==> config.mk <==
export PLATFORM = sky130hd
export DESIGN_NAME = scope_frame_measurement
export DESIGN_NICKNAME = d
export VERILOG_FILES = /design/src/sv/sfm_pkg.sv /design/src/sv/scope_frame_measurement.sv /design/src/sv/sfm_analog_lane.sv /design/src/sv/sfm_pulse_tracker.sv /design/src/sv/sfm_result_queue.sv
export SDC_FILE = /design/constraint.sdc
export NUM_CORES = 2
export LEC_CHECK = 0
export BUFFER_PORTS_ARGS = -buffer_cell sky130_fd_sc_hd__clkbuf_2
export CORE_MARGIN = 2
export CORE_UTILIZATION = 60
export CTS_CLUSTER_DIAMETER = 150
export CTS_CLUSTER_SIZE = 20
export DETAILED_ROUTE_END_ITERATION = 8
export GPL_ROUTABILITY_DRIVEN = 0
export GPL_TIMING_DRIVEN = 0
export PLACE_DENSITY_LB_ADDON = 0.1
export SKIP_LAST_GASP = 1
export SYNTH_ARGS = -nofsm -noshare
export SYNTH_HDL_FRONTEND = slang
export SYNTH_SLANG_ARGS = --single-unit
==> constraint.sdc <==
create_clock -name clk -period 25.4 [get_ports clk]
set_input_delay 5.08 -clock clk [delete_from_list [all_inputs] [get_ports clk]]
set_output_delay 5.08 -clock clk [all_outputs]
set_load 0.1 [all_outputs]
==> src/sv/sfm_pkg.sv <==
// Shared types, constants and codes of the scope frame measurement block.
package sfm_pkg;

  // Samples per capture frame.
  localparam int FRAME_LEN = 4096;

  localparam int IDX_W = 12;

  localparam logic [IDX_W-1:0] IDX_FIRST       = IDX_W'(0);
  localparam logic [IDX_W-1:0] IDX_LAST        = IDX_W'(FRAME_LEN - 1);
  localparam logic [IDX_W-1:0] IDX_TRACK_FIRST = IDX_W'(2);
  localparam logic [IDX_W-1:0] IDX_TRACK_LAST  = IDX_W'(FRAME_LEN - 3);

  localparam logic [19:0] SUM_SEED    = 20'd2048;
  localparam logic [28:0] SQUARE_SEED = 29'd2048;
  localparam logic [7:0]  THRESH_OFFSET = 8'd4;
  localparam logic [7:0]  THRESH_GAP    = 8'd8;

  localparam logic [1:0] CH_A = 2'd0;
  localparam logic [1:0] CH_B = 2'd1;
  localparam logic [1:0] CH_C = 2'd2;
  localparam logic [1:0] CH_D = 2'd3;

  typedef enum logic [0:0] {
    REG_A_REFERENCE = 1'b0,
    REG_B_REFERENCE = 1'b1
  } cfg_reg_t;

  typedef enum logic [2:0] {
    MODE_LOW  = 3'b001,
    MODE_HIGH = 3'b010,
    MODE_WAIT = 3'b100
  } track_mode_t;

  typedef struct packed {
    logic [7:0] level_a;
    logic [7:0] level_b;
    logic       logic_c;
    logic       logic_d;
  } sample_t;

  typedef struct packed {
    logic [1:0]  channel;
    logic [12:0] rising_count;
    logic [11:0] period_span;
    logic [11:0] high_width_sum;
    logic [19:0] level_sum;
    logic [27:0] square_sum;
    logic [7:0]  peak_max;
    logic [7:0]  peak_min;
    logic        last;
  } result_t;

  // Per-word control shared by all lanes.
  typedef struct packed {
    logic             accept;
    logic             first;
    logic             last;
    logic             track;
    logic [IDX_W-1:0] idx;
  } frame_ctrl_t;

  typedef struct packed {
    logic [19:0] level_sum;
    logic [27:0] square_sum;
    logic [7:0]  peak_max;
    logic [7:0]  peak_min;
  } analog_stats_t;

  typedef struct packed {
    logic [12:0] rising_count;
    logic [11:0] period_span;
    logic [11:0] high_width_sum;
  } track_stats_t;

endpackage

==> src/sv/scope_frame_measurement.sv <==
// Top level of the scope frame measurement block: lanes, frame counter and result merge.
//
//   channel   direction  handshake           word
//   sample    in         valid / stall       one capture sample (A, B, C, D)
//   result    out        valid / stall       one channel's frame result
//   cfg       in         valid / ready       register index and 8-bit data
//
// One sample word is taken every cycle unless the input stalls; all four lanes and
// both analog accumulators update in the cycle the word is accepted.
// The last word of a frame loads four results into the merge stage, which
// sends them as four words, A first and D last, one per cycle when unstalled.
// Sample input stalls only when a frame ends while results of the previous
// frame still wait in the merge stage. Reset is synchronous and active high.
module scope_frame_measurement (
  input  logic              clk,
  input  logic              rst,
  input  logic              sample_valid,
  output logic              sample_stall,
  input  sfm_pkg::sample_t  sample,
  output logic              result_valid,
  input  logic              result_stall,
  output sfm_pkg::result_t  result,
  input  logic              cfg_valid,
  output logic              cfg_ready,
  input  logic [0:0]        cfg_index,
  input  logic [7:0]        cfg_data
);

  logic [sfm_pkg::IDX_W-1:0] sample_index;
  logic [sfm_pkg::IDX_W-1:0] sample_index_next;
  logic [7:0] a_reference;
  logic [7:0] b_reference;
  logic accept;
  logic frame_end;
  logic busy;

  sfm_pkg::frame_ctrl_t          ctrl;
  sfm_pkg::analog_stats_t        stats_a;
  sfm_pkg::analog_stats_t        stats_b;
  sfm_pkg::track_stats_t [3:0]   tracks;
  logic high_a, low_a, high_b, low_b;

  // Configuration registers are always writable.
  assign cfg_ready = 1'b1;

  always_ff @(posedge clk) begin
    if (rst) begin
      a_reference <= '0;
      b_reference <= '0;
    end else if (cfg_valid && cfg_ready) begin
      case (cfg_index)
        sfm_pkg::REG_A_REFERENCE: a_reference <= cfg_data;
        sfm_pkg::REG_B_REFERENCE: b_reference <= cfg_data;
        default: ;
      endcase
    end
  end

  // The frame end word cannot enter while the merge stage still holds results.
  assign frame_end    = sample_index == sfm_pkg::IDX_LAST;
  assign sample_stall = frame_end && busy;
  assign accept       = sample_valid && !sample_stall;

  assign sample_index_next = frame_end ? sfm_pkg::IDX_FIRST
                                       : sample_index + sfm_pkg::IDX_W'(1);

  always_ff @(posedge clk) begin
    if (rst) begin
      sample_index <= sfm_pkg::IDX_FIRST;
    end else if (accept) begin
      sample_index <= sample_index_next;
    end
  end

  assign ctrl.accept = accept;
  assign ctrl.first  = sample_index == sfm_pkg::IDX_FIRST;
  assign ctrl.last   = frame_end;
  assign ctrl.track  = sample_index inside {[sfm_pkg::IDX_TRACK_FIRST:sfm_pkg::IDX_TRACK_LAST]};
  assign ctrl.idx    = sample_index;

  sfm_analog_lane u_lane_a (
    .clk       (clk),
    .rst       (rst),
    .ctrl      (ctrl),
    .level     (sample.level_a),
    .reference (a_reference),
    .is_high   (high_a),
    .is_low    (low_a),
    .stats     (stats_a)
  );

  sfm_analog_lane u_lane_b (
    .clk       (clk),
    .rst       (rst),
    .ctrl      (ctrl),
    .level     (sample.level_b),
    .reference (b_reference),
    .is_high   (high_b),
    .is_low    (low_b),
    .stats     (stats_b)
  );

  sfm_pulse_tracker u_track_a (
    .clk     (clk),
    .rst     (rst),
    .ctrl    (ctrl),
    .is_high (high_a),
    .is_low  (low_a),
    .stats   (tracks[0])
  );

  sfm_pulse_tracker u_track_b (
    .clk     (clk),
    .rst     (rst),
    .ctrl    (ctrl),
    .is_high (high_b),
    .is_low  (low_b),
    .stats   (tracks[1])
  );

  // Digital channels use the bit itself, without hysteresis.
  sfm_pulse_tracker u_track_c (
    .clk     (clk),
    .rst     (rst),
    .ctrl    (ctrl),
    .is_high (sample.logic_c),
    .is_low  (!sample.logic_c),
    .stats   (tracks[2])
  );

  sfm_pulse_tracker u_track_d (
    .clk     (clk),
    .rst     (rst),
    .ctrl    (ctrl),
    .is_high (sample.logic_d),
    .is_low  (!sample.logic_d),
    .stats   (tracks[3])
  );

  sfm_result_queue u_merge (
    .clk          (clk),
    .rst          (rst),
    .load         (accept && frame_end),
    .stats_a      (stats_a),
    .stats_b      (stats_b),
    .tracks       (tracks),
    .busy         (busy),
    .result_valid (result_valid),
    .result_stall (result_stall),
    .result       (result)
  );

  // Input is held back only while the merge stage has results to send.
  assert property (@(posedge clk) disable iff (rst) sample_stall |-> result_valid)
    else $error("sample input stalled with no result pending");

  // A frame end word brings the channel A result up in the next cycle.
  assert property (@(posedge clk) disable iff (rst)
    (accept && frame_end) |=> (result_valid && result.channel == sfm_pkg::CH_A))
    else $error("frame end did not present the channel A result");

  // The frame counter restarts after the last word of a frame.
  assert property (@(posedge clk) disable iff (rst)
    (accept && frame_end) |=> (sample_index == sfm_pkg::IDX_FIRST))
    else $error("sample index did not restart after frame end");

  // Only the channel D result closes a frame's group of results.
  assert property (@(posedge clk) disable iff (rst)
    (result_valid && result.last) |-> (result.channel == sfm_pkg::CH_D))
    else $error("last flag set on a result other than channel D");

endmodule

==> src/sv/sfm_analog_lane.sv <==
// Analog channel lane: sum, squared deviation, extremes and hysteresis thresholds.
module sfm_analog_lane (
  input  logic                  clk,
  input  logic                  rst,
  input  sfm_pkg::frame_ctrl_t  ctrl,
  input  logic [7:0]            level,
  input  logic [7:0]            reference,
  output logic                  is_high,
  output logic                  is_low,
  output sfm_pkg::analog_stats_t stats
);

  logic [19:0] sum_acc;
  logic [28:0] square_acc;
  logic [7:0]  running_max;
  logic [7:0]  running_min;
  logic [7:0]  thresh_high;
  logic [7:0]  thresh_low;

  logic [19:0]       sum_base;
  logic [28:0]       square_base;
  logic [7:0]        max_base;
  logic [7:0]        min_base;
  logic signed [8:0] dev;
  logic signed [17:0] dev_sq;
  logic [19:0]       sum_next;
  logic [28:0]       square_acc_next;
  logic [7:0]        running_max_next;
  logic [7:0]        running_min_next;
  logic [8:0]        mid_sum;
  logic [7:0]        thresh_high_next;

  // The first word of a frame restarts every accumulator before it adds in.
  assign sum_base    = ctrl.first ? sfm_pkg::SUM_SEED : sum_acc;
  assign square_base = ctrl.first ? sfm_pkg::SQUARE_SEED : square_acc;
  assign max_base    = ctrl.first ? reference : running_max;
  assign min_base    = ctrl.first ? reference : running_min;

  assign dev    = $signed({1'b0, level}) - $signed({1'b0, reference});
  assign dev_sq = dev * dev;

  assign sum_next         = sum_base + 20'(level);
  assign square_acc_next  = square_base + 29'(dev_sq[16:0]);
  assign running_max_next = (level > max_base) ? level : max_base;
  assign running_min_next = (level < min_base) ? level : min_base;

  assign mid_sum          = 9'({1'b0, running_max_next}) + 9'({1'b0, running_min_next});
  assign thresh_high_next = sfm_pkg::THRESH_OFFSET + mid_sum[8:1];

  assign is_high = level > thresh_high;
  assign is_low  = level < thresh_low;

  assign stats.level_sum  = sum_next;
  assign stats.square_sum = square_acc_next[27:0];
  assign stats.peak_max   = running_max_next;
  assign stats.peak_min   = running_min_next;

  always_ff @(posedge clk) begin
    if (rst) begin
      sum_acc     <= sfm_pkg::SUM_SEED;
      square_acc  <= sfm_pkg::SQUARE_SEED;
      running_max <= '0;
      running_min <= '0;
      thresh_high <= '0;
      thresh_low  <= '0;
    end else if (ctrl.accept) begin
      sum_acc     <= sum_next;
      square_acc  <= square_acc_next;
      running_max <= running_max_next;
      running_min <= running_min_next;
      if (ctrl.last) begin
        thresh_high <= thresh_high_next;
        thresh_low  <= thresh_high_next - sfm_pkg::THRESH_GAP;
      end
    end
  end

endmodule

==> src/sv/sfm_pulse_tracker.sv <==
// Pulse tracker lane: rising edges, first-to-last edge span and high widths.
module sfm_pulse_tracker (
  input  logic                 clk,
  input  logic                 rst,
  input  sfm_pkg::frame_ctrl_t ctrl,
  input  logic                 is_high,
  input  logic                 is_low,
  output sfm_pkg::track_stats_t stats
);

  sfm_pkg::track_mode_t mode, mode_next;
  logic [11:0] edge_start, edge_start_next;
  logic [11:0] first_edge, first_edge_next;
  logic [12:0] edge_count, edge_count_next;
  logic [11:0] width_total, width_total_next;

  always_comb begin
    mode_next        = mode;
    edge_start_next  = edge_start;
    first_edge_next  = first_edge;
    edge_count_next  = edge_count;
    width_total_next = width_total;
    if (ctrl.accept && ctrl.first) begin
      mode_next        = sfm_pkg::MODE_WAIT;
      edge_start_next  = '0;
      first_edge_next  = '0;
      edge_count_next  = '0;
      width_total_next = '0;
    end else if (ctrl.accept && ctrl.track) begin
      // While waiting for the first high, both marks follow the sample index.
      if (mode == sfm_pkg::MODE_WAIT) begin
        edge_start_next  = ctrl.idx;
        first_edge_next  = ctrl.idx;
        width_total_next = '0;
      end
      if (is_high) begin
        if (mode == sfm_pkg::MODE_LOW) begin
          edge_start_next = ctrl.idx;
          edge_count_next = edge_count + 13'd1;
        end
        mode_next = sfm_pkg::MODE_HIGH;
      end else if (is_low && mode == sfm_pkg::MODE_HIGH) begin
        mode_next        = sfm_pkg::MODE_LOW;
        width_total_next = width_total + (ctrl.idx - edge_start);
      end
    end
  end

  always_ff @(posedge clk) begin
    if (rst) begin
      mode        <= sfm_pkg::MODE_WAIT;
      edge_start  <= '0;
      first_edge  <= '0;
      edge_count  <= '0;
      width_total <= '0;
    end else begin
      mode        <= mode_next;
      edge_start  <= edge_start_next;
      first_edge  <= first_edge_next;
      edge_count  <= edge_count_next;
      width_total <= width_total_next;
    end
  end

  assign stats.rising_count   = edge_count;
  assign stats.period_span    = edge_start - first_edge;
  assign stats.high_width_sum = width_total;

endmodule

==> src/sv/sfm_result_queue.sv <==
// Merging stage: captures the four channel results of a frame and sends them in order.
module sfm_result_queue (
  input  logic                        clk,
  input  logic                        rst,
  input  logic                        load,
  input  sfm_pkg::analog_stats_t      stats_a,
  input  sfm_pkg::analog_stats_t      stats_b,
  input  sfm_pkg::track_stats_t [3:0] tracks,
  output logic                        busy,
  output logic                        result_valid,
  input  logic                        result_stall,
  output sfm_pkg::result_t            result
);

  sfm_pkg::result_t slot [4];
  logic [1:0] ptr;

  always_ff @(posedge clk) begin
    if (load) begin
      slot[0] <= '{channel: sfm_pkg::CH_A, rising_count: tracks[0].rising_count,
                   period_span: tracks[0].period_span,
                   high_width_sum: tracks[0].high_width_sum,
                   level_sum: stats_a.level_sum, square_sum: stats_a.square_sum,
                   peak_max: stats_a.peak_max, peak_min: stats_a.peak_min, last: 1'b0};
      slot[1] <= '{channel: sfm_pkg::CH_B, rising_count: tracks[1].rising_count,
                   period_span: tracks[1].period_span,
                   high_width_sum: tracks[1].high_width_sum,
                   level_sum: stats_b.level_sum, square_sum: stats_b.square_sum,
                   peak_max: stats_b.peak_max, peak_min: stats_b.peak_min, last: 1'b0};
      slot[2] <= '{channel: sfm_pkg::CH_C, rising_count: tracks[2].rising_count,
                   period_span: tracks[2].period_span,
                   high_width_sum: tracks[2].high_width_sum,
                   level_sum: '0, square_sum: '0, peak_max: '0, peak_min: '0, last: 1'b0};
      slot[3] <= '{channel: sfm_pkg::CH_D, rising_count: tracks[3].rising_count,
                   period_span: tracks[3].period_span,
                   high_width_sum: tracks[3].high_width_sum,
                   level_sum: '0, square_sum: '0, peak_max: '0, peak_min: '0, last: 1'b1};
    end
  end

  always_ff @(posedge clk) begin
    if (rst) begin
      busy <= 1'b0;
      ptr  <= '0;
    end else if (load) begin
      busy <= 1'b1;
      ptr  <= '0;
    end else if (busy && !result_stall) begin
      if (ptr == 2'd3) begin
        busy <= 1'b0;
      end
      ptr <= ptr + 2'd1;
    end
  end

  assign result_valid = busy;
  assign result       = slot[ptr];

endmodule

==> reports/summary.txt <==
htree depth = 2
worst hold endpoint = u_merge.slot[0][70]$_DFFE_PP_
CP Capture Type = register
Final nets = 5,087
Pleak = 17.90 nW
vias in the first global route = 29,920
Slew Viols, Final = 0
Arr. time, crit path = 15,130 ps
synth warn = 0
cell mode on critical path = inv_1
TritonCTS clock tree = yes
Slowest-stage cell, CP = a211oi_1
commonest register cell after synthesis = dfxtp_1
clock sink total = 671
Worst-Margin Slew = 1303 ps
Num CTS Buffers = 39
Clock Latency Late Sink = 600 ps
IO Pins = 139
Post-synth EDFFs = 276
wirelength, routed = 112,300 µm
Setup Viol. Count Final = 0
Routed WL per cell = 20.44 µm
HPWL after DPL = 86,970 µm
Startpoint Class = primary input
syn_area_per_cell = 9.392 µm²
reg2reg setup slack = 15,140 ps
initial DRC count = 2,892
initial antenna violation count = 5
ys async rst share = 0
#FFs+latches synth = 671
terminus of the critical flop-to-flop path = u_merge.slot[0][37]$_DFFE_PP_
cell taking the most area after synthesis = edfxtp_1
first-pass GRT wire length = 171,900 µm
Max Fanout on Critical Path = 10
CP Buf/Inv Count = 9
CTS Root Cell = clkbuf_16
share of the synthesized area in the top cell type = 0.2006
Slowest Stage Delay on Critical Path = 730 ps
number of nets with antenna violations after routing = 0
Worst VDD drop = 285.7 µV
worst min path class = reg -> reg
final period utilization = 0.5831
post-CTS sizing = 0
# DRC = 0
global route overflow = 0
chip width = 266.4 µm
die area = 70,970 µm²
Mapped Cells = 4,399
min Tclk post-route = 14,810 ps
max-cap check violation count = 0
top cells by area, synth = edfxtp_1 20%, dfxtp_1 19%, ha_1 9.6%
Fin Hold WS = 438.0 ps
total power = 5.593 mW
Starting Density = 0.6045
hold buffer count at CTS = 0
status = completed
max_slew headroom = 0.1317
drt pass-1 iters = 6
R2R Path Start = a_reference[0]$_SDFFE_PP0P_
antenna fix cells = 0
total track usage = 0.3176
Crit path max-delay family = adder cells
Post-Synthesis Cell Area = 41,320 µm²
Hold Path Depth = 0
die height = 266.4 µm
Vias = 31,801
area added between synthesis and finish = 7.389%
Distinct cells, synth = 90
fmax = 67.52 MHz
sequential area share after synthesis = 0.3920
CTS Buffer Depth = 3
Worst Path Class, Setup = in -> reg
RSZ-0062 raised after global routing = false
most common cell in the netlist = nand2_1
port bufs = 137
Setup TNS = 0 ps
syn nets = 4,904
Worst Reg-to-Reg Cells = 38
clock transition at the registers of the reported paths = 90 ps
Via density = 5.787
largest net degree at the start of global routing = 65
Commonest cells post-synth = 512 x nand2_1, 485 x inv_1, 444 x nor2_1, 395 x dfxtp_1, 377 x a21oi_1
Worst Path Required = 25,720 ps
power per cell area = 126.1 nW/µm²
layout cells sized above 1 = 0.06200
final hold vios = 0
hold path start = u_track_a.width_total[5]$_SDFFE_PP0P_
post-route clock skew = 23.26 ps
Rows = 96
post-CTS setup buffer count = 0
Core ar. = 68,350 µm²
-- registers in the layout, summed over array words and instances, names as in the netlist, 20 cells and up --
register and flops:
u_lane_b.sum_acc 20, u_merge.slot 276, u_lane_b.square_acc 28, u_lane_a.square_acc 28, u_lane_a.sum_acc 20
-- per-stage QoR --
stage	instances	utilization	instance area [µm²]	setup WS [ps]
5_1_grt	5495	0.6492	44370	10040
3_5_place_dp	5423	0.6328	43250	10270
3_3_place_gp	5418	0.6307	43110	7034
4_1_cts	5495	0.6492	44370	10860
2_1_floorplan	4399	-	41320	11230
6_report	5495	0.6492	44370	10590
-- routing by layer --
layer,GRT usage,up-vias,share of wire
met5,0,-,0.00038
met4,0.08822,6,0.027
met3,0.04622,182,0.087
met2,0.4785,1175,0.43
met1,0.4771,15262,0.45
li1,-,15176,-
-- final cells by class --
type / count / area, µm²
multi-input cells: 3057 / 22560
repair buffers: 142 / 823.3
inverters: 490 / 1839
fillers: 5678 / 23980
flip-flops and latches: 671 / 16200
well taps: 882 / 1104
clock buffers: 68 / 1085
clock inverters: 4 / 37.54
plain buffers: 181 / 725.7
-- layout by cell type (no fill, tap or decap), types with 12 or more instances in the layout --
master and instances:
buf_1 21, xnor2_1 167, a22o_1 13, clkbuf_16 39, a31oi_1 18, a22oi_1 21
nor2b_1 41, a21boi_0 27, and2_1 66, mux2i_1 121, or3_1 25, a21o_1 66
buf_2 12, fa_1 156, clkbuf_2 138, nor2_1 444, a21oi_1 377, and4_1 13
mux4_2 37, nand3_1 64, ha_1 317, nand2b_1 43, and3_1 33, a211oi_1 23
o21bai_1 23, dfxtp_1 395, nand4_1 24, clkbuf_1 170, xor2_1 111, nor3_1 30
o21ai_0 137, o21a_1 22, nand2_1 512, inv_1 485, edfxtp_1 276
-- worst max path at each step --
| stage | startpoint | end | cells after the start |
|---|---|---|---|
| global placement | sample_valid | u_lane_b.thresh_low[4]$_SDFFE_PP0P_ | 6 |
| finish | sample[10] | u_merge.slot[0][37]$_DFFE_PP_ | 40 |
| global route | sample[10] | u_merge.slot[0][38]$_DFFE_PP_ | 41 |
| detailed placement | sample[10] | u_merge.slot[0][37]$_DFFE_PP_ | 40 |
| floorplan | sample_valid | u_lane_b.thresh_low[4]$_SDFFE_PP0P_ | 5 |
| CTS | sample[10] | u_merge.slot[0][38]$_DFFE_PP_ | 41 |
-- power breakdown --
group          leakage [nW]  internal (mW)  total [mW]  switching [mW]
sequential             5.90           1.29        1.30          0.0118
combinational          11.5           1.42        3.62            2.20
clock                 0.534          0.296       0.668           0.373
total                  17.9           3.00        5.59            2.59
-- cell families (layout without fill, tap and decap cells) --
logic type               count (synthesis)  after routing  share of synthesized area
buffers and inverters                  671            885                    0.06199
other                                    1              1                 0.00009076
flip-flops                             671            671                     0.3920
AO/OA/AOI/OAI                          794            794                     0.1164
XOR/XNOR                               279            279                    0.05960
multiplexers                           163            163                    0.05085
adder cells (fa/ha/maj)                473            473                     0.1716
AND/OR/NAND/NOR                       1347           1347                     0.1475
Power figures use the tool's default switching activity.
